--- src/rtl/s2l_horner_step.sv ---
// One Horner step of the polynomial: acc = round(acc * x) + coefficient.
module s2l_horner_step #(
  parameter int FRAC_BITS = 16,
  parameter int ACC_W     = 27,
  parameter logic signed [63:0] COEF = 64'sd0
) (
  input  logic                    clk,
  input  logic                    rst,
  input  logic                    in_valid,
  output logic                    in_ready,
  input  logic [FRAC_BITS:0]      x_in,
  input  logic                    seg_in,
  input  logic [FRAC_BITS:0]      lin_in,
  input  logic signed [ACC_W-1:0] acc_in,
  output logic                    out_valid,
  input  logic                    out_ready,
  output logic [FRAC_BITS:0]      x_out,
  output logic                    seg_out,
  output logic [FRAC_BITS:0]      lin_out,
  output logic signed [ACC_W-1:0] acc_out
);

  localparam int PROD_W = ACC_W + FRAC_BITS + 2;
  localparam logic signed [PROD_W-1:0] HALF = PROD_W'(64'd1 << (FRAC_BITS - 1));
  localparam logic signed [ACC_W-1:0] COEF_A = ACC_W'(COEF);

  logic signed [PROD_W-1:0] prod;
  logic signed [PROD_W-1:0] rnd;
  logic signed [PROD_W-1:0] shifted;
  logic signed [ACC_W-1:0]  acc_next;

  assign in_ready = !out_valid || out_ready;
  assign prod     = acc_in * $signed({1'b0, x_in});
  assign rnd      = prod + HALF;
  assign shifted  = rnd >>> FRAC_BITS;
  assign acc_next = $signed(shifted[ACC_W-1:0]) + COEF_A;

  always_ff @(posedge clk) begin
    if (rst) begin
      out_valid <= 1'b0;
    end else if (in_ready) begin
      out_valid <= in_valid;
    end
    if (in_valid && in_ready) begin
      x_out   <= x_in;
      seg_out <= seg_in;
      lin_out <= lin_in;
      acc_out <= acc_next;
    end
  end

endmodule

--- config.mk ---
export PLATFORM = sky130hd
export DESIGN_NAME = s2l_horner_step
export DESIGN_NICKNAME = d
export VERILOG_FILES = /design/src/rtl/s2l_horner_step.sv
export SDC_FILE = /design/constraint.sdc
export NUM_CORES = 1
export LEC_CHECK = 0
export CORE_ASPECT_RATIO = 1.75
export CORE_UTILIZATION = 60
export DETAILED_ROUTE_END_ITERATION = 8
export DONT_BUFFER_PORTS = 1
export GPL_TIMING_DRIVEN = 0
export PLACE_DENSITY = 0.88
export SYNTH_ARGS = -nofsm -noshare
export SYNTH_HDL_FRONTEND = slang
export SYNTH_SLANG_ARGS = --single-unit
--- constraint.sdc ---
create_clock -name clk -period 20.3 [get_ports clk]
set_input_delay 2.03 -clock clk [delete_from_list [all_inputs] [get_ports clk]]
set_output_delay 2.03 -clock clk [all_outputs]
set_load 0.1 [all_outputs]
==> results.ini <==
[timing]
fin_setup_tns_ns=0
final_hold_viol_count=0
grt_setup_unrepaired=no
slew_violations=0
worstMarginPinSlew_ns=1.073
finalClockSkew_ns=0.01229
fin_crit_sh_pct=47.84
fmax_ghz=0.1030
setup_violations=0
maxSlewHeadroom_pct=28.47
fin_crit_ns=9.711

[routing]
drt-total-wl_microns=51480
vias=12630
drc=0
via_per_inst=5.753
wl_per_cell_microns=23.45
firstDrtPassIters=5
ant_nets=0
drt_iter0_drc=679

[clock_network]
cts_num_sinks=63
cts-root-buf=clkbuf_16
cts_setup_buffers=0
numCtsBuffers=9
cts_tree=yes
clock_latency_ns=0.39
clk_pin_slew_worst_paths_ns=0.06
ctsResizeCount=0
clockBufferDepth=2
htree_levels=3
ctsHoldBuffers=0

[placed_design]
dp_hpwl_microns=42130
place_congestion=0.9867
portBuffers=0
dp.cells=2175

[critical_path]
cp_max_fo=10
cp-end-kind=flip-flop
critPathArrivalTime_ns=9.87
crit_required_ns=20.46
critPathLaunchType=input port
worstSetupPathType=input port to flip-flop

[global_route]
top_usage_layer=met2
use_met3_pct=8.035
met1_usage_pct=34.60
grt_overflow_total=0
track_usage_pct=36.93
met2_usage_pct=64.98
antenna_found_initial=3
grt_pass1_wl_microns=80280
grt_max_degree=63
first_global_vias=14710

[finish]
final_common_cell=inv_1
fillers=2214
final_nets=2430
syn2layout_area_growth_pct=4.709
layout-drive-gt1-share_pct=1.327
final_cell_mix=inv_1, fa_1, and2_1
fin_cells=2195

[yosys]
synth_warnings=0
yosys.area_share.simple_pct=15.36
synthCells=1793
synth_compound_area_share_pct=3.032
seq_area_frac_synth_pct=10.60
async_flop_share_pct=0
synth_area_sq_mm=0.01775
synth-seq-cells=63
ys.flop_type=edfxtp_1
synth_xor_area_share_pct=1.777
synth_cell_type_count=51
synth_mux_area_share_pct=0
avgSynthCellArea_sq_um=9.898
yosys.area_share.adder_pct=57.80
synth-edff-count=62
syn_nets=2419
synth_top_family_by_area=adder cells

[floorplanning]
dieArea_sq_mm=0.03030
die_h_microns=229.5
core_sq_mm=0.02918
ios=130
num_rows=83
start_util_pct=60.82
die_w_microns=132.0

[outcome]
run_status=finished clean

[flow_run]
cap_violations=0

[min_path]
min_path_type=input port to flip-flop

==> metrics by stage <==
step / hold WS [ns] / worst slack, ns / util (%) / cell area, sq um
6_report: 1.715 / 10.59 / 63.68 / 18580
5_1_grt: 1.730 / 10.39 / 63.65 / 18570
4_1_cts: 1.715 / 10.68 / 63.65 / 18570
3_5_place_dp: 1.802 / 10.31 / 62.46 / 18230
3_3_place_gp: 1.755 / 10.41 / 62.45 / 18230
2_1_floorplan: 1.730 / 12.40 / - / 17750
==> final timing paths <==
path                           from                     end  slack, ns  cells past startpoint
max                        x_in[11]   acc_out[26]$_DFFE_PP_      10.59                     23
min                             rst  out_valid$_SDFFE_PP0N_       1.71                      1
max reg2reg  out_valid$_SDFFE_PP0N_   acc_out[21]$_DFFE_PP_      17.38                      2
min reg2reg  out_valid$_SDFFE_PP0N_  out_valid$_SDFFE_PP0N_       1.79                      2
==> flip-flops by register name (all words and copies together), names as in the netlist <==
| name | count |
|---|---|
| x_out | 17 |
| seg_out | 1 |
| out_valid | 1 |
| lin_out | 17 |
| acc_out | 27 |
==> layer usage <==
| metal | routed length, microns | part of all wire (%) | up-vias |
|---|---|---|---|
| met4 | 5979 | 12 | 2 |
| met2 | 26760 | 52 | 673 |
| met3 | 3289 | 6.4 | 315 |
| li1 | - | - | 5235 |
| met5 | 14 | 0.027 | - |
| met1 | 15440 | 30 | 6402 |
==> layout make-up <==
cell class                 instances  area, sq um  area share, %
sequential                        63         1882          10.13
antenna                            4        10.01        0.05386
buffer                            69        260.3          1.400
clock inverter                     7        120.1         0.6464
inverter                         471         1768          9.514
clock buffer                       9        225.2          1.212
tap                              382        478.0          2.572
multi-input combinational       1190        13840          74.47
==> critical path, stage by stage <==
cell and delay [ns]:
clkbuf_1 0.76, clkbuf_1 0.54, nand2_1 0.15, fa_1 0.50, inv_1 0.06, fa_1 0.49
inv_1 0.05, fa_1 0.53, inv_1 0.05, fa_1 0.47, fa_1 0.50, inv_1 0.05
fa_1 0.47, inv_1 0.04, ha_1 0.32, nand4_1 0.18, a2111o_1 0.52, nor4_2 0.71
o31ai_2 0.28, o21ai_4 0.27, a31oi_4 0.20, o211a_1 0.27, a311oi_1 0.37
==> Yosys cell counts, types with 6 or more instances <==
| cell type | number | share of area [%] |
|---|---|---|
| xor2_1 | 12 | 0.59 |
| clkbuf_1 | 68 | 1.4 |
| o21ai_0 | 11 | 0.31 |
| edfxtp_1 | 62 | 10 |
| nor2_1 | 13 | 0.27 |
| ha_1 | 127 | 9.0 |
| nand2_1 | 195 | 4.1 |
| and2_1 | 277 | 9.8 |
| a21oi_1 | 18 | 0.51 |
| a21o_1 | 6 | 0.25 |
| xnor2_1 | 24 | 1.2 |
| inv_1 | 471 | 10 |
| fa_1 | 433 | 49 |
==> cells by family (layout without fill, tap and decap cells) <==
group           Yosys count  in the layout
xor+xnor                 36             36
flops                    63             63
compound gates           76             76
simple gates            518            518
fa+ha+maj               560            560
other cells               0              4
buf+inv                 540            556
Power is not shown: default switching activity piles up to over one toggle a cycle in this logic, so the estimate is an artifact.
