$ cat src/rtl/s2l_back.sv
// Final rescale of the polynomial, segment select and output clamp.
module s2l_back #(
  parameter int FRAC_BITS      = 16,
  parameter int COEF_FRAC_BITS = 24,
  parameter int ACC_W          = 27
) (
  input  logic                    clk,
  input  logic                    rst,
  input  logic                    in_valid,
  output logic                    in_ready,
  input  logic                    seg_in,
  input  logic [FRAC_BITS:0]      lin_in,
  input  logic signed [ACC_W-1:0] acc_in,
  output logic                    out_valid,
  input  logic                    out_ready,
  output logic [FRAC_BITS:0]      result
);

  localparam int VW     = FRAC_BITS + 1;
  localparam int D_DOWN = (COEF_FRAC_BITS > FRAC_BITS) ? COEF_FRAC_BITS - FRAC_BITS : 0;
  localparam int D_UP   = (FRAC_BITS > COEF_FRAC_BITS) ? FRAC_BITS - COEF_FRAC_BITS : 0;
  localparam int R_W    = ACC_W + D_UP + 1;
  localparam logic signed [R_W-1:0] HALF  = R_W'((64'd1 << D_DOWN) >> 1);
  localparam logic signed [R_W-1:0] ONE_R = R_W'(64'd1 << FRAC_BITS);
  localparam logic [VW-1:0]         ONE_X = VW'(64'd1 << FRAC_BITS);

  logic signed [R_W-1:0] acc_ext;
  logic signed [R_W-1:0] r;
  logic [VW-1:0]         poly_val;

  assign in_ready = !out_valid || out_ready;
  assign acc_ext  = R_W'(acc_in);
  assign r        = ((acc_ext + HALF) >>> D_DOWN) <<< D_UP;

  always_comb begin
    if (r < 0) begin
      poly_val = '0;
    end else if (r > ONE_R) begin
      poly_val = ONE_X;
    end else begin
      poly_val = VW'(r);
    end
  end

  always_ff @(posedge clk) begin
    if (rst) begin
      out_valid <= 1'b0;
    end else if (in_ready) begin
      out_valid <= in_valid;
    end
    if (in_valid && in_ready) begin
      result <= seg_in ? lin_in : poly_val;
    end
  end

endmodule

$ cat config.mk
export PLATFORM = sky130hd
export DESIGN_NAME = s2l_back
export DESIGN_NICKNAME = d
export VERILOG_FILES = /design/src/rtl/s2l_back.sv
export SDC_FILE = /design/constraint.sdc
export NUM_CORES = 1
export LEC_CHECK = 0
export ABC_AREA = 1
export BUFFER_PORTS_ARGS = -buffer_cell sky130_fd_sc_hd__clkbuf_2
export CELL_PAD_IN_SITES_DETAIL_PLACEMENT = 0
export CELL_PAD_IN_SITES_GLOBAL_PLACEMENT = 2
export CORE_ASPECT_RATIO = 0.9
export CORE_MARGIN = 10
export CORE_UTILIZATION = 27
export CTS_BUF_LIST = sky130_fd_sc_hd__clkbuf_2
export DETAILED_ROUTE_END_ITERATION = 8
export GPL_TIMING_DRIVEN = 0
export HOLD_SLACK_MARGIN = 0.15
export PLACE_DENSITY = 0.89
export SYNTH_ARGS = -nofsm -noshare
export SYNTH_HDL_FRONTEND = slang
export SYNTH_SLANG_ARGS = --single-unit
$ cat constraint.sdc
create_clock -name clk -period 3.1 [get_ports clk]
set_input_delay 0.465 -clock clk [delete_from_list [all_inputs] [get_ports clk]]
set_output_delay 0.465 -clock clk [all_outputs]
set_load 0.05 [all_outputs]
==> impl_metrics.ini, run 1 <==
[yosys]
ys_ff_latch = 18
syn_avg_cell_area_um2 = 6.80
synth_cells = 238
yosysWarningCount = 0
mappedNetlistNets = 288
synth_unique_cells = 26
synth-seq-area-share_pct = 32.8
mappedNetlistArea_um2 = 1620

[detailed_routing]
drt_pre_antenna_iters = 4
routed_wl_mm = 4.43
post_drt_via_cell_ratio = 4.21
detailroute.via_count = 1561
drt-initial-drc-count = 47
route.antenna.remaining_nets = 0
drt_drc_violations_left = 0
routed_wire_length_per_instance_um = 11.9

[placement]
post-place-ws_ns = 0.740
postPlaceCellArea_um2 = 2000
final_estimated_routing_congestion_in_global_placement = 0.796
total_instance_count_after_detailed_placement = 367
port-buffer-count = 59
post_detailed_placement_half_perimeter_wirelength_mm = 3.99

[cts]
cts_tree = yes
clkTransAtPathRegs_ns = 0.17
insertion_delay_ns = 0.29
cts_made_buffers = 3
cts.sinks = 18
cts_hold_buf = 0
ctsLongestPathBuffers = 2
cts_resized = 0
cts_post_setup_buffers_inserted = 0
clock-root-buffer = clkbuf_2
clock_tree.htree_level_count = 1

[timing]
final_skew_ns = 0.00757
grt_setup_unrepaired = no
timing.max_slew.rel_slack_pct = 38.5
max_slew.worst_pin.slew_ns = 0.922
slew_viol_final = 0
hold_violations = 0
setup_ws_ns = 1.09
max_freq_mhz = 498
layout_min_cycle_time_ns = 2.01
timing.final.setup_violations = 0
final_min_period_over_clock_period_pct = 64.7
totalNegativeSetupSlack_ns = 0

[floorplan]
floorplan.rows = 26
initial_core_util_pct = 28.1
dieArea_um2 = 9490
io_pins = 68
die_w_um = 102
core_um2 = 5760
chipHeight_um = 93.4

[global_route]
antenna_found_initial = 0
grt_pass1_wl_mm = 7.32
number_of_global_route_vias_before_repair = 1605
groute.usage.overall_pct = 9.30
grt_start_max_net_pins = 18
grt_overflow = 0

[final_layout]
post-route-cell-area_um2 = 2020
layout.cells.non_filler = 371
final_nets = 352
final_cell_mix = nand2_1 (83), clkbuf_2 (62), nor2_1 (34), nand2_2 (25), inv_1 (19)
post_route_cells_drive_above_1_share_pct = 36.5
n_fill_cell = 662
flow.area_growth_from_synthesis_pct = 25.1
antenna_diode_count = 0
layout.cells.most_common = nand2_1

[setup_path]
cp.required_ns = 3.17
timing.critical_path.to_type = flop
regToRegSetupSlack_ns = 1.67
worst_ep_arrival_time_ns = 2.08
crit_fanout = 10
kind_of_start_point_of_the_critical_path = input pin
critPathKind = in2reg

[power]
power.net_switching_uw = 230
switching_share_pct = 37.7
static-leakage-power_nw = 0.995
peakVddDrop_uv = 92.9
cellInternalPower_uw = 380
p_comb_share_pct = 36.2
seqPwrFrac_pct = 47.8
power_per_cell_area_nw_per_um2 = 301
fin_total_pwr_uw = 609
clock_power_share_pct = 15.9

[min_path]
timing.hold.worst.class = in2reg

[run_status]
outcome = completed

[flow_run]
max_cap_violations = 0
## kinds of logic after synthesis
kind of cell / count (synthesis) / synth area share, %
adder cells (fa/ha/maj): 1 / 0.773
flip-flops: 18 / 32.8
XOR/XNOR: 4 / 2.17
buffers and inverters: 28 / 7.58
AO/OA/AOI/OAI: 14 / 4.64
AND/OR/NAND/NOR: 173 / 52.0
## per-layer routing
metal  global-route usage (%)  vias up  wire, um
met2                     13.7       47      1720
li1                         -      874         -
met4                     2.50        0        33
met3                     2.43        4       406
met1                     13.0      636      2270
met5                        0        -         0
## stage by stage
stage               hold slack, ns  util (%)
finish                       0.295      35.1
global route                 0.282      35.1
CTS                          0.284      35.1
detailed placement           0.520      34.8
global placement             0.487      34.7
floorplan                    0.534         -
## path summary, 6_finish.rpt
| kind | start | to | depth (start not counted) |
|---|---|---|---|
| min | rst | out_valid | 2 |
| max reg2reg | out_valid | result[11] | 1 |
| max | acc_in[7] | result[11] | 13 |
| min reg2reg | out_valid | out_valid | 2 |
## state kept, by name, summed over array words and instances, names as in the netlist
name and flops:
result 17, out_valid 1
## final cells by class
cell class,count,area (um^2),area share (%)
multi-input combinational,192,968,47.9
sequential,18,531,26.2
timing repair buffer,59,295,14.6
inverter,24,90.1,4.45
tap,70,87.6,4.33
buffer,4,32.5,1.61
clock buffer,3,15.0,0.742
clock inverter,1,3.75,0.186
## power groups by stage
| stage | clock (mW) | combinational, mW | sequential [mW] |
|---|---|---|---|
| after detailed placement | 0 | 0.224 | 0.297 |
| after global routing | 0.110 | 0.245 | 0.294 |
| after global placement | 0 | 0.222 | 0.297 |
| after floorplan | 0 | 0.0907 | 0.358 |
| after CTS | 0.101 | 0.225 | 0.292 |
| final | 0.0972 | 0.221 | 0.291 |
## Yosys cell counts
library cell / n / area [um^2]
nor2_1: 34 / 128
inv_2: 4 / 15.0
clkinv_1: 1 / 3.75
nand3_2: 4 / 40.0
inv_1: 19 / 71.3
a21oi_1: 7 / 35.0
nand2_1: 83 / 312
nand4_1: 5 / 31.3
nand3_4: 1 / 17.5
nand2_2: 25 / 156
o21ai_1: 3 / 15.0
buf_12: 1 / 20.0
nor2_2: 5 / 31.3
nor3_1: 2 / 10.0
nor2_4: 4 / 45.0
dfxtp_1: 1 / 20.0
nand3_1: 8 / 40.0
buf_2: 1 / 5.00
xor2_1: 4 / 35.0
edfxtp_1: 17 / 510
o21bai_1: 2 / 15.0
nand2_4: 1 / 11.3
ha_1: 1 / 12.5
nor2_8: 1 / 20.0
clkbuf_1: 2 / 7.51
o21ai_0: 2 / 10.0
## critical path, stage by stage
cell and delay, ns:
clkbuf_2 0.16, ha_1 0.22, nand3_2 0.12, inv_2 0.15, nand3_4 0.11, nor2_1 0.13
xor2_1 0.22, nor2_1 0.09, nand3_2 0.08, nand2_4 0.08, buf_12 0.15, nand2_2 0.06
nand2_2 0.04
No activity file was read; power rests on OpenSTA's default activity.
==> inputs of run 2 (changes only) <==
- CORE_UTILIZATION: 27 -> 23
- PLACE_DENSITY: 0.89 -> 0.8
- clock period: 3.1 -> 1.7 ns (I/O delays scaled with it)
==> run 2 against run 1 <==
Cell count up 7.8%. Die area rose by 14%. Highest routed layer unchanged. Cell area increased by 14%.
==> impl_metrics.ini, run 2 (same netlist as run 1, synthesis figures left out) <==
[floorplan]
floorplan.rows = 28
chipHeight_um = 99.6
initial_core_util_pct = 24.2
die_w_um = 108
io_pins = 68
dieArea_um2 = 10800
core_um2 = 6690

[timing]
slew_viol_final = 0
grt_setup_unrepaired = yes
final_min_period_over_clock_period_pct = 95.8
layout_min_cycle_time_ns = 1.63
hold_violations = 0
timing.max_slew.rel_slack_pct = 39.0
max_freq_mhz = 614
totalNegativeSetupSlack_ns = 0
max_slew.worst_pin.slew_ns = 0.915
timing.final.setup_violations = 0
final_skew_ns = 0.0163

[cts]
insertion_delay_ns = 0.29
cts.sinks = 18
clock_tree.htree_level_count = 1
cts_tree = yes
clock-root-buffer = clkbuf_2
clkTransAtPathRegs_ns = 0.14
cts_made_buffers = 3
ctsLongestPathBuffers = 2

[placement]
port-buffer-count = 59
postPlaceCellArea_um2 = 2060
final_estimated_routing_congestion_in_global_placement = 0.779
post_detailed_placement_half_perimeter_wirelength_mm = 4.20

[power]
peakVddDrop_uv = 201
power_per_cell_area_nw_per_um2 = 508
static-leakage-power_nw = 1.13

[detailed_routing]
route.antenna.remaining_nets = 0
detailroute.via_count = 1626
drt_pre_antenna_iters = 4
post_drt_via_cell_ratio = 4.07
drt_drc_violations_left = 0
routed_wl_mm = 4.81
drt-initial-drc-count = 53
routed_wire_length_per_instance_um = 12.0

[global_route]
grt_overflow = 0
grt_pass1_wl_mm = 7.58
grt_start_max_net_pins = 18
antenna_found_initial = 0
number_of_global_route_vias_before_repair = 1597
groute.usage.overall_pct = 8.50

[setup_path]
timing.critical_path.to_type = flop
worst_ep_arrival_time_ns = 1.69
critPathKind = in2reg
crit_fanout = 7
kind_of_start_point_of_the_critical_path = input pin
timing.reg2reg.worst_path_depth = 1
cp.required_ns = 1.76

[final_layout]
max_flop_register = result
antenna_diode_count = 0
layout.cells.most_common = nand2_1
post_route_cells_drive_above_1_share_pct = 44.8
post-route-cell-area_um2 = 2310
final_nets = 361
layout_top_registers = result (17), out_valid (1)
flow.area_growth_from_synthesis_pct = 42.9
final_cell_mix = nand2_1 (75), clkbuf_2 (60), nor2_1 (27), nand2_2 (23), inv_1 (19)
largest_register_ff_count = 17
finish.utilization_pct = 34.6

[min_path]
timing.hold.worst.class = in2reg
min_path_cells = 3

[run_status]
outcome = completed

[flow_run]
max_cap_violations = 0
## run 2: path summary, 6_finish.rpt
path | startpoint | to | slack [ns]
worst max-delay path | acc_in[9] | result[6] | 0.07
worst min register to register | out_valid | out_valid | 0.53
worst max register to register | out_valid | result[7] | 0.29
worst min-delay path | in_valid | out_valid | 0.22
## run 2: area by class of cell
cell class | count | area [um^2]
Buffer | 4 | 32.5
Multi-Input combinational cell | 192 | 1110
Inverter | 24 | 92.6
Fill cell | 745 | 4380
Timing Repair Buffer | 68 | 414
Clock buffer | 4 | 20.0
Tap cell | 90 | 113
Sequential cell | 18 | 531
## run 2: layer usage
| layer | wire length, um | global-route usage [%] | vias up |
|---|---|---|---|
| met2 | 1860 | 12.3 | 52 |
| li1 | - | - | 891 |
| met4 | 20 | 1.82 | 0 |
| met3 | 456 | 2.71 | 2 |
| met1 | 2480 | 11.9 | 681 |
| met5 | 0 | 0 | - |
## run 2: timing repair
| item | 4_1_cts | 5_1_grt |
|---|---|---|
| hold buffers | 1 | 0 |
| resized for setup | 4 | 38 |
| buffers inserted | 2 | 5 |
| pin swaps | 0 | 13 |
| setup endpoints to repair | 11 | 15 |
| hold endpoints to repair | 1 | 0 |
| gates cloned | 0 | 1 |
## run 2: worst max-delay path, cell delays in order
cell	delay (ns)
clkbuf_4	0.16
nand2_2	0.10
nor2_2	0.13
nand2_1	0.10
nor2_2	0.13
nand2_1	0.06
nand2_1	0.05
nand2_1	0.09
nand2_1	0.10
nor2_2	0.05
nor2_4	0.10
nand2_4	0.10
buf_12	0.16
nand2_2	0.06
nand2_2	0.04
## run 2: report_power, final
part	switching [mW]	total [mW]	internal, mW
clock	0.119	0.182	0.0624
combinational	0.312	0.462	0.150
sequential	0.00838	0.532	0.524
## run 2: per-stage QoR
| step | total power, mW | hold WS, ns | setup WS [ns] | cells |
|---|---|---|---|---|
| 2_1_floorplan | 0.824 | 0.324 | 0.0405 | 238 |
| 3_3_place_gp | 0.957 | 0.414 | -0.381 | 387 |
| 3_5_place_dp | 0.961 | 0.420 | -0.372 | 387 |
| 4_1_cts | 1.15 | 0.206 | 0.00497 | 394 |
| 5_1_grt | 1.25 | 0.198 | -0.0618 | 400 |
| 6_report | 1.18 | 0.220 | 0.0711 | 400 |
