**src/rtl/s2l_pkg.sv**
```systemverilog
// Shared constants and helpers for the sRGB-to-linear converter.
package s2l_pkg;

  localparam int COEF_NUM = 7;

  localparam longint unsigned COEF_SCALE = 64'd100000000;

  localparam longint unsigned COEF_MANT [COEF_NUM] = '{
    64'd4895813, 64'd20727534, 64'd40904131, 64'd70083753,
    64'd51648981, 64'd3244261, 64'd94529
  };

  localparam bit COEF_NEG [COEF_NUM] = '{1'b1, 1'b0, 1'b1, 1'b0, 1'b0, 1'b0, 1'b0};

  localparam longint unsigned THRESH_NUM = 64'd4045;
  localparam longint unsigned THRESH_DEN = 64'd100000;
  localparam longint unsigned RECIP_NUM  = 64'd100;
  localparam longint unsigned RECIP_DEN  = 64'd1292;

  // Coefficient in signed fixed point with cf fraction bits, rounded half up.
  function automatic longint coef_q(input int idx, input int cf);
    longint unsigned m;
    longint unsigned q;
    m = COEF_MANT[idx];
    q = ((m << cf) + COEF_SCALE / 2) / COEF_SCALE;
    return COEF_NEG[idx] ? -longint'(q) : longint'(q);
  endfunction

endpackage

```
**src/rtl/s2l_front.sv**
```systemverilog
// Input clamp, threshold test and linear segment (two pipeline stages).
module s2l_front #(
  parameter int FRAC_BITS      = 16,
  parameter int COEF_FRAC_BITS = 24,
  parameter int ACC_W          = 27,
  parameter logic signed [63:0] COEF0 = 64'sd0
) (
  input  logic                    clk,
  input  logic                    rst,
  input  logic                    in_valid,
  output logic                    in_ready,
  input  logic [FRAC_BITS:0]      x_in,
  output logic                    out_valid,
  input  logic                    out_ready,
  output logic [FRAC_BITS:0]      x_out,
  output logic                    seg_out,
  output logic [FRAC_BITS:0]      lin_out,
  output logic signed [ACC_W-1:0] acc_out
);
  import s2l_pkg::*;

  localparam int VW     = FRAC_BITS + 1;
  localparam int LIN_PW = FRAC_BITS + 1 + COEF_FRAC_BITS;
  localparam logic [VW-1:0] ONE_X = VW'(64'd1 << FRAC_BITS);
  localparam logic [VW-1:0] THRESH_X =
    VW'(((THRESH_NUM << FRAC_BITS) + THRESH_DEN - 64'd1) / THRESH_DEN);
  localparam logic [COEF_FRAC_BITS-1:0] RECIP =
    COEF_FRAC_BITS'(((RECIP_NUM << COEF_FRAC_BITS) + RECIP_DEN / 2) / RECIP_DEN);
  localparam logic [LIN_PW-1:0] LIN_HALF = LIN_PW'(64'd1 << (COEF_FRAC_BITS - 1));

  logic          va;
  logic [VW-1:0] xa;
  logic          sega;
  logic          ready_a;
  logic          ready_b;
  logic [VW-1:0] x_clamped;
  logic [LIN_PW-1:0] lin_prod;

  assign x_clamped = (x_in > ONE_X) ? ONE_X : x_in;
  assign ready_b   = !out_valid || out_ready;
  assign ready_a   = !va || ready_b;
  assign in_ready  = ready_a;
  assign lin_prod  = LIN_PW'(xa) * LIN_PW'(RECIP) + LIN_HALF;

  always_ff @(posedge clk) begin
    if (rst) begin
      va <= 1'b0;
    end else if (ready_a) begin
      va <= in_valid;
    end
    if (in_valid && ready_a) begin
      xa   <= x_clamped;
      sega <= x_clamped < THRESH_X;
    end
  end

  always_ff @(posedge clk) begin
    if (rst) begin
      out_valid <= 1'b0;
    end else if (ready_b) begin
      out_valid <= va;
    end
    if (va && ready_b) begin
      x_out   <= xa;
      seg_out <= sega;
      lin_out <= VW'(lin_prod >> COEF_FRAC_BITS);
      acc_out <= ACC_W'(COEF0);
    end
  end

endmodule

```
**config.mk**
```make
export PLATFORM = sky130hd
export DESIGN_NAME = s2l_front
export DESIGN_NICKNAME = d
export VERILOG_FILES = /design/src/rtl/s2l_pkg.sv /design/src/rtl/s2l_front.sv
export SDC_FILE = /design/constraint.sdc
export NUM_CORES = 1
export LEC_CHECK = 0
export BUFFER_PORTS_ARGS = -buffer_cell sky130_fd_sc_hd__buf_2
export CORE_UTILIZATION = 30
export CTS_CLUSTER_DIAMETER = 50
export DETAILED_ROUTE_END_ITERATION = 6
export GPL_ROUTABILITY_DRIVEN = 0
export PLACE_DENSITY = 0.43
export SYNTH_ARGS = -nofsm -noshare
export SYNTH_HDL_FRONTEND = slang
export SYNTH_SLANG_ARGS = --single-unit
```
**constraint.sdc**
```tcl
create_clock -name clk -period 7.9 [get_ports clk]
set_input_delay 1.58 -clock clk [delete_from_list [all_inputs] [get_ports clk]]
set_output_delay 1.58 -clock clk [all_outputs]
set_load 0.01 [all_outputs]
```
==> impl_metrics.py, run 1 <==
metrics = {
    "logic_synthesis": {
        "yosys.area_share.adder": 0.480,
        "synthMuxAreaShare": 0.00250,
        "synth_seq_cells": 53,
        "synth_xor_area_frac": 0.0263,
        "ys_top_cells_by_area": "ha_1 25%, fa_1 23%, edfxtp_1 19%",
        "ys_warn_count": 0,
        "synth_top_area_share": 0.247,
        "ys_seq_area_frac": 0.197,
        "synth_edf_count": 51,
        "synth-async-reset-ratio": 0,
        "synth_top_family_by_area": "adder cells",
        "syn-cell-area_sq_um": 7990,
        "synth-main-ff-cell": "edfxtp_1",
        "synth_simple_gate_area_frac": 0.0949,
        "synth_cells": 797,
        "synth_top_area_cell": "ha_1",
        "synth_cell_type_count": 58,
        "synth_compound_area_frac": 0.0728,
        "syn_area_per_cell_sq_um": 10.0,
    },
    "detailed_routing": {
        "wl_per_cell_microns": 15.3,
        "drt_iter0_markers": 174,
        "vias": 5200,
        "drcViolationCount": 2,
        "ant_nets": 0,
        "wirelength_mm": 18.3,
        "first_pass_iters": 7,
        "avgViaCountPerCell": 4.37,
    },
    "global_route": {
        "grt_pass1_vias": 5366,
        "antenna_found_initial": 1,
        "grt_overflow": 0,
        "grt-busiest-layer": "met2",
        "grt_max_degree": 34,
        "use_met2": 0.237,
        "grt_pass1_wl_mm": 29.2,
        "grt_usage": 0.142,
        "grtUsageMet3": 0.0175,
        "grtUsageMet1": 0.199,
    },
    "min_path": {
        "hold_class": "reg -> reg",
        "worstHoldPathCells": 0,
    },
    "flow_run": {
        "cap_violations": 0,
    },
    "die": {
        "die_h_microns": 165,
        "die_area_sq_um": 27300,
        "design.portCount": 85,
        "coreArea_sq_um": 26100,
        "initial_utilization": 0.306,
        "rows": 59,
        "chipWidth_microns": 165,
    },
    "timing": {
        "fin_crit_sh": 0.867,
        "whs_ns": 0.440,
        "worst_pin_slew_ns": 1.00,
        "tns_ns": 0,
        "rsz0062_at_grt": "no",
        "slew_viol_final": 0,
        "finClkSkew_ns": 0.0101,
        "clock.fmax_mhz": 146,
        "slew-limit-headroom": 0.331,
        "layout_min_cycle_time_ns": 6.85,
        "finalHoldViolations": 0,
        "setup_viol": 0,
    },
    "setup_path": {
        "worstSetupPathType": "reg -> reg",
        "end_kind": "flop",
        "path_cells": "inv_1 > fa_1 > inv_1 > ha_1 > fa_1 > fa_1 > inv_1 > fa_1 > fa_1 > inv_1 > ha_1 > a21oi_1 > o21ai_0 > a22oi_1 > nand2_1 > o21ai_0 > nor3b_2 > nand4_1 > nor2_1 > nand4_1 > xor2_1",
        "crit_slowest_cell": "edfxtp_1",
        "path_max_fanout": 9,
        "worstPathRequired_ns": 7.96,
        "cp_common_cell": "fa_1",
        "crit_arrival_ns": 6.91,
        "cp-start-kind": "flop",
        "r2r_cells": 21,
        "cpPeakStageDelay_ns": 0.64,
    },
    "layout": {
        "drive_gt1_frac": 0.0947,
        "areaGrowthSynthToFinish_pct": 9.00,
        "final_common_cell": "inv_1",
        "mostFrequentLayoutCells": "201 x inv_1, 158 x ha_1, 93 x fa_1, 55 x buf_2, 51 x edfxtp_1",
        "fin_nets": 1126,
        "diodes": 0,
    },
    "run_status": {
        "outcome": "finished with violations",
        "violations": "design-rule violations",
    },
    "place": {
        "hpwl_mm": 15.7,
        "port_buffers": 55,
    },
    "clock_tree": {
        "clock_tree.root_cell": "clkbuf_16",
        "cts_tree": "done",
        "clk_path_buf_depth": 2,
        "cts_setup_buffers": 0,
        "hold_buffers": 0,
        "cts.sinks": 53,
        "numCtsBuffers": 5,
        "post_cts_resized": 0,
        "clock_latency_ns": 0.31,
        "htreeDepth": 2,
        "clk_pin_slew_ns": 0.08,
    },
}
synthesized netlist by cell type, drive strengths merged, types with 4 or more instances:
master and number:
a211oi 5, a21o 4, a21oi 30, a31oi 6, and3 6, and4 5, buf 33, edfxtp 51
fa 93, ha 158, inv 201, nand2 37, nand3 7, nand4 9, nor2 22, nor2b 20
nor3 8, nor4 6, o211ai 9, o21ai 25, xnor2 14, xor2 10
final timing paths:
check | start | endpoint | slack (ns)
worst max-delay path | xa[14] | lin_out[12] | 1.05
worst min register to register | sega | seg_out | 0.44
worst max register to register | xa[14] | lin_out[12] | 1.05
worst min-delay path | sega | seg_out | 0.44
layer usage:
metal,vias up,share of wire
met5,-,0
met4,0,0.010
met3,13,0.027
li1,2657,-
met2,90,0.46
met1,2440,0.50
kinds of logic (layout without fill, tap and decap cells):
group,count (synthesis),after routing
AOI/OAI and AO/OA,94,94
xor gates and xnor gates,24,24
adders and majority gates,251,251
buffers and inverters,237,267
DFF,53,53
muxes,2,2
other,1,29
and+or+nand+nor,135,135
flip-flops by register name, summed over array words and instances (netlist names):
register	cells
sega	1
xa	17
lin_out	15
x_out	17
va	1
seg_out	1
out_valid	1
layout make-up:
class / count / area [sq um]
Inverter: 201 / 754
Tap cell: 335 / 419
Multi-Input combinational cell: 535 / 5530
Clock inverter: 2 / 16.3
Fill cell: 2783 / 17400
Clock buffer: 6 / 129
Timing Repair Buffer: 58 / 298
Sequential cell: 53 / 1570
critical path: cells and delay by family (launching register included):
family,cells,cell delay (ns)
simple gates,5,1.08
xor+xnor,1,0.21
compound gates,4,0.93
flops,1,0.64
buf+inv,4,0.29
fa+ha+maj,7,3.45
per-stage QoR:
stage	std cells	instance area, sq um	setup slack [ns]	util
after floorplan	825	8100	1.76	-
after global placement	1182	8570	0.978	0.328
after detailed placement	1182	8570	1.00	0.328
after CTS	1190	8710	0.972	0.333
after global routing	1190	8710	0.433	0.333
final	1190	8710	1.05	0.333
Power of run 1 is left out: the tool's default activity adds up to more than one toggle a clock period on the data nets, which glitch-free logic cannot reach.
==> run 2: changes to the inputs <==
--- a/config.mk
+++ b/config.mk
@@ -10,7 +10,7 @@
 export CTS_CLUSTER_DIAMETER = 50
 export DETAILED_ROUTE_END_ITERATION = 6
 export GPL_ROUTABILITY_DRIVEN = 0
-export PLACE_DENSITY = 0.43
+export PLACE_DENSITY = 0.45
 export SYNTH_ARGS = -nofsm -noshare
 export SYNTH_HDL_FRONTEND = slang
 export SYNTH_SLANG_ARGS = --single-unit
==> constraint.sdc (replaced) <==
create_clock -name clk -period 5.5 [get_ports clk]
set_input_delay 1.1 -clock clk [delete_from_list [all_inputs] [get_ports clk]]
set_output_delay 1.1 -clock clk [all_outputs]
set_load 0.01 [all_outputs]
==> run 2 against run 1 <==
Net effect:
- the flow finishes with violations (design-rule violations, negative setup slack)
- hold slack improved by 0.018 ns
- non-clock buffer count is 149 higher
- die area did not move
- setup slack lost 1.4 ns
- critical path depth unchanged
- sequential cell count unchanged
- cell count rose by 13%
- design area rose by 20%
- routed wire length up 6.4%
- count of clock-buffer cells in the layout unchanged
- utilization up 6.5 points
- highest routed layer unchanged
==> impl_metrics.py, run 2 (same netlist as run 1, synthesis figures left out) <==
metrics = {
    "global_route": {
        "grt_pass1_vias": 5958,
        "antenna_found_initial": 0,
        "grt_max_degree": 34,
        "grt_usage": 0.149,
        "grt_pass1_wl_mm": 30.8,
        "grt_overflow": 0,
    },
    "detailed_routing": {
        "vias": 5815,
        "ant_nets": 0,
        "first_pass_iters": 6,
        "drcViolationCount": 4,
        "avgViaCountPerCell": 4.34,
        "wirelength_mm": 19.4,
        "wl_per_cell_microns": 14.5,
        "drt_iter0_markers": 124,
    },
    "timing": {
        "fin_crit_sh": 1.07,
        "whs_ns": 0.458,
        "finalHoldViolations": 0,
        "rsz0062_at_grt": "yes",
        "worst_pin_slew_ns": 1.01,
        "clock.fmax_mhz": 170,
        "finClkSkew_ns": 0.0133,
        "slew_viol_final": 0,
        "setup_viol": 13,
        "layout_min_cycle_time_ns": 5.87,
        "slew-limit-headroom": 0.323,
        "setup_slack_ns": -0.371,
    },
    "die": {
        "coreArea_sq_um": 26100,
        "die_h_microns": 165,
        "chipWidth_microns": 165,
        "initial_utilization": 0.306,
        "rows": 59,
        "design.portCount": 85,
        "die_area_sq_um": 27300,
    },
    "clock_tree": {
        "htreeDepth": 2,
        "numCtsBuffers": 5,
        "cts.sinks": 53,
        "clk_path_buf_depth": 2,
        "clk_pin_slew_ns": 0.08,
        "clock_latency_ns": 0.31,
        "cts_tree": "done",
        "clock_tree.root_cell": "clkbuf_16",
    },
    "place": {
        "hpwl_mm": 16.6,
        "port_buffers": 55,
    },
    "setup_path": {
        "crit_arrival_ns": 5.92,
        "cp-start-kind": "flop",
        "worstPathRequired_ns": 5.55,
        "worstSetupPathType": "reg -> reg",
        "end_kind": "flop",
        "path_max_fanout": 6,
    },
    "layout": {
        "areaGrowthSynthToFinish_pct": 30.3,
        "final_common_cell": "inv_1",
        "fin_nets": 1275,
        "fillers": 2652,
        "diodes": 0,
        "drive_gt1_frac": 0.320,
        "mostFrequentLayoutCells": "180 x inv_1, 140 x buf_4, 135 x ha_1, 84 x fa_1, 55 x buf_2",
        "reg.largest.list": "x_out (17), xa (17), lin_out (15)",
    },
    "run_status": {
        "violations": "design-rule violations, negative setup slack",
        "outcome": "finished with violations",
    },
    "min_path": {
        "hold_class": "reg -> reg",
    },
    "flow_run": {
        "cap_violations": 0,
    },
}
[run 2: changes by cell type in the layout (fill, tap and decap cells not counted), sizes merged]
cell      before  now
buf           58  207
clkinvlp       1    0
inv          201  202
[run 2: area by class of cell]
class	count	area, sq um	share of cell area
Multi-Input combinational cell	535	6060	0.582
Sequential cell	53	1570	0.151
Timing Repair Buffer	207	1470	0.141
Inverter	201	754	0.0724
Tap cell	335	419	0.0402
Clock buffer	6	129	0.0124
Clock inverter	2	13.8	0.00132
[run 2: per-stage QoR]
| stage | cell area, sq um | utilization | setup WS [ns] | std cells | TNS [ns] |
|---|---|---|---|---|---|
| finish | 10400 | 0.399 | -0.371 | 1339 | -3.10 |
| global route | 10400 | 0.399 | -0.580 | 1339 | -5.56 |
| CTS | 9990 | 0.382 | -0.454 | 1327 | -4.01 |
| detailed placement | 9630 | 0.369 | -0.590 | 1309 | -5.19 |
| global placement | 9630 | 0.369 | -0.572 | 1309 | -5.13 |
| floorplan | 8210 | - | -0.325 | 825 | -1.07 |
[run 2: critical path, stage by stage (launching register included)]
cell and delay (ns):
edfxtp_1 0.46, fa_2 0.64, inv_2 0.05, fa_1 0.51, inv_2 0.04, ha_4 0.21, fa_1 0.49, inv_2 0.04
fa_2 0.52, fa_1 0.43, inv_2 0.08, ha_4 0.21, and3_4 0.15, and3_4 0.16, a32oi_1 0.13, a21bo_2 0.29
o21a_1 0.19, or3_1 0.36, and4_4 0.20, nand4b_1 0.11, mux2i_1 0.22, xnor2_1 0.08
[run 2: final timing paths]
path          from     endpoint  slack, ns  cells past startpoint
max          xa[7]  lin_out[13]      -0.37                     21
min           sega      seg_out       0.46                      0
max reg2reg  xa[7]  lin_out[13]      -0.37                     21
min reg2reg   sega      seg_out       0.46                      0
[run 2: routing by layer]
| layer | routed length [microns] | up-vias | track usage |
|---|---|---|---|
| met5 | 0 | - | 0 |
| met4 | 182 | 0 | 0.0213 |
| met3 | 403 | 11 | 0.0192 |
| met2 | 9050 | 95 | 0.253 |
| met1 | 9790 | 2749 | 0.206 |
| li1 | - | 2960 | - |
[run 2: timing repair]
item,CTS,global route
gates resized for setup,28,75
endpoints found under the setup margin,14,15
setup buffers,10,14
pin swaps,28,61
hold buffers,0,0
Power of run 2 is left out for the same reason.
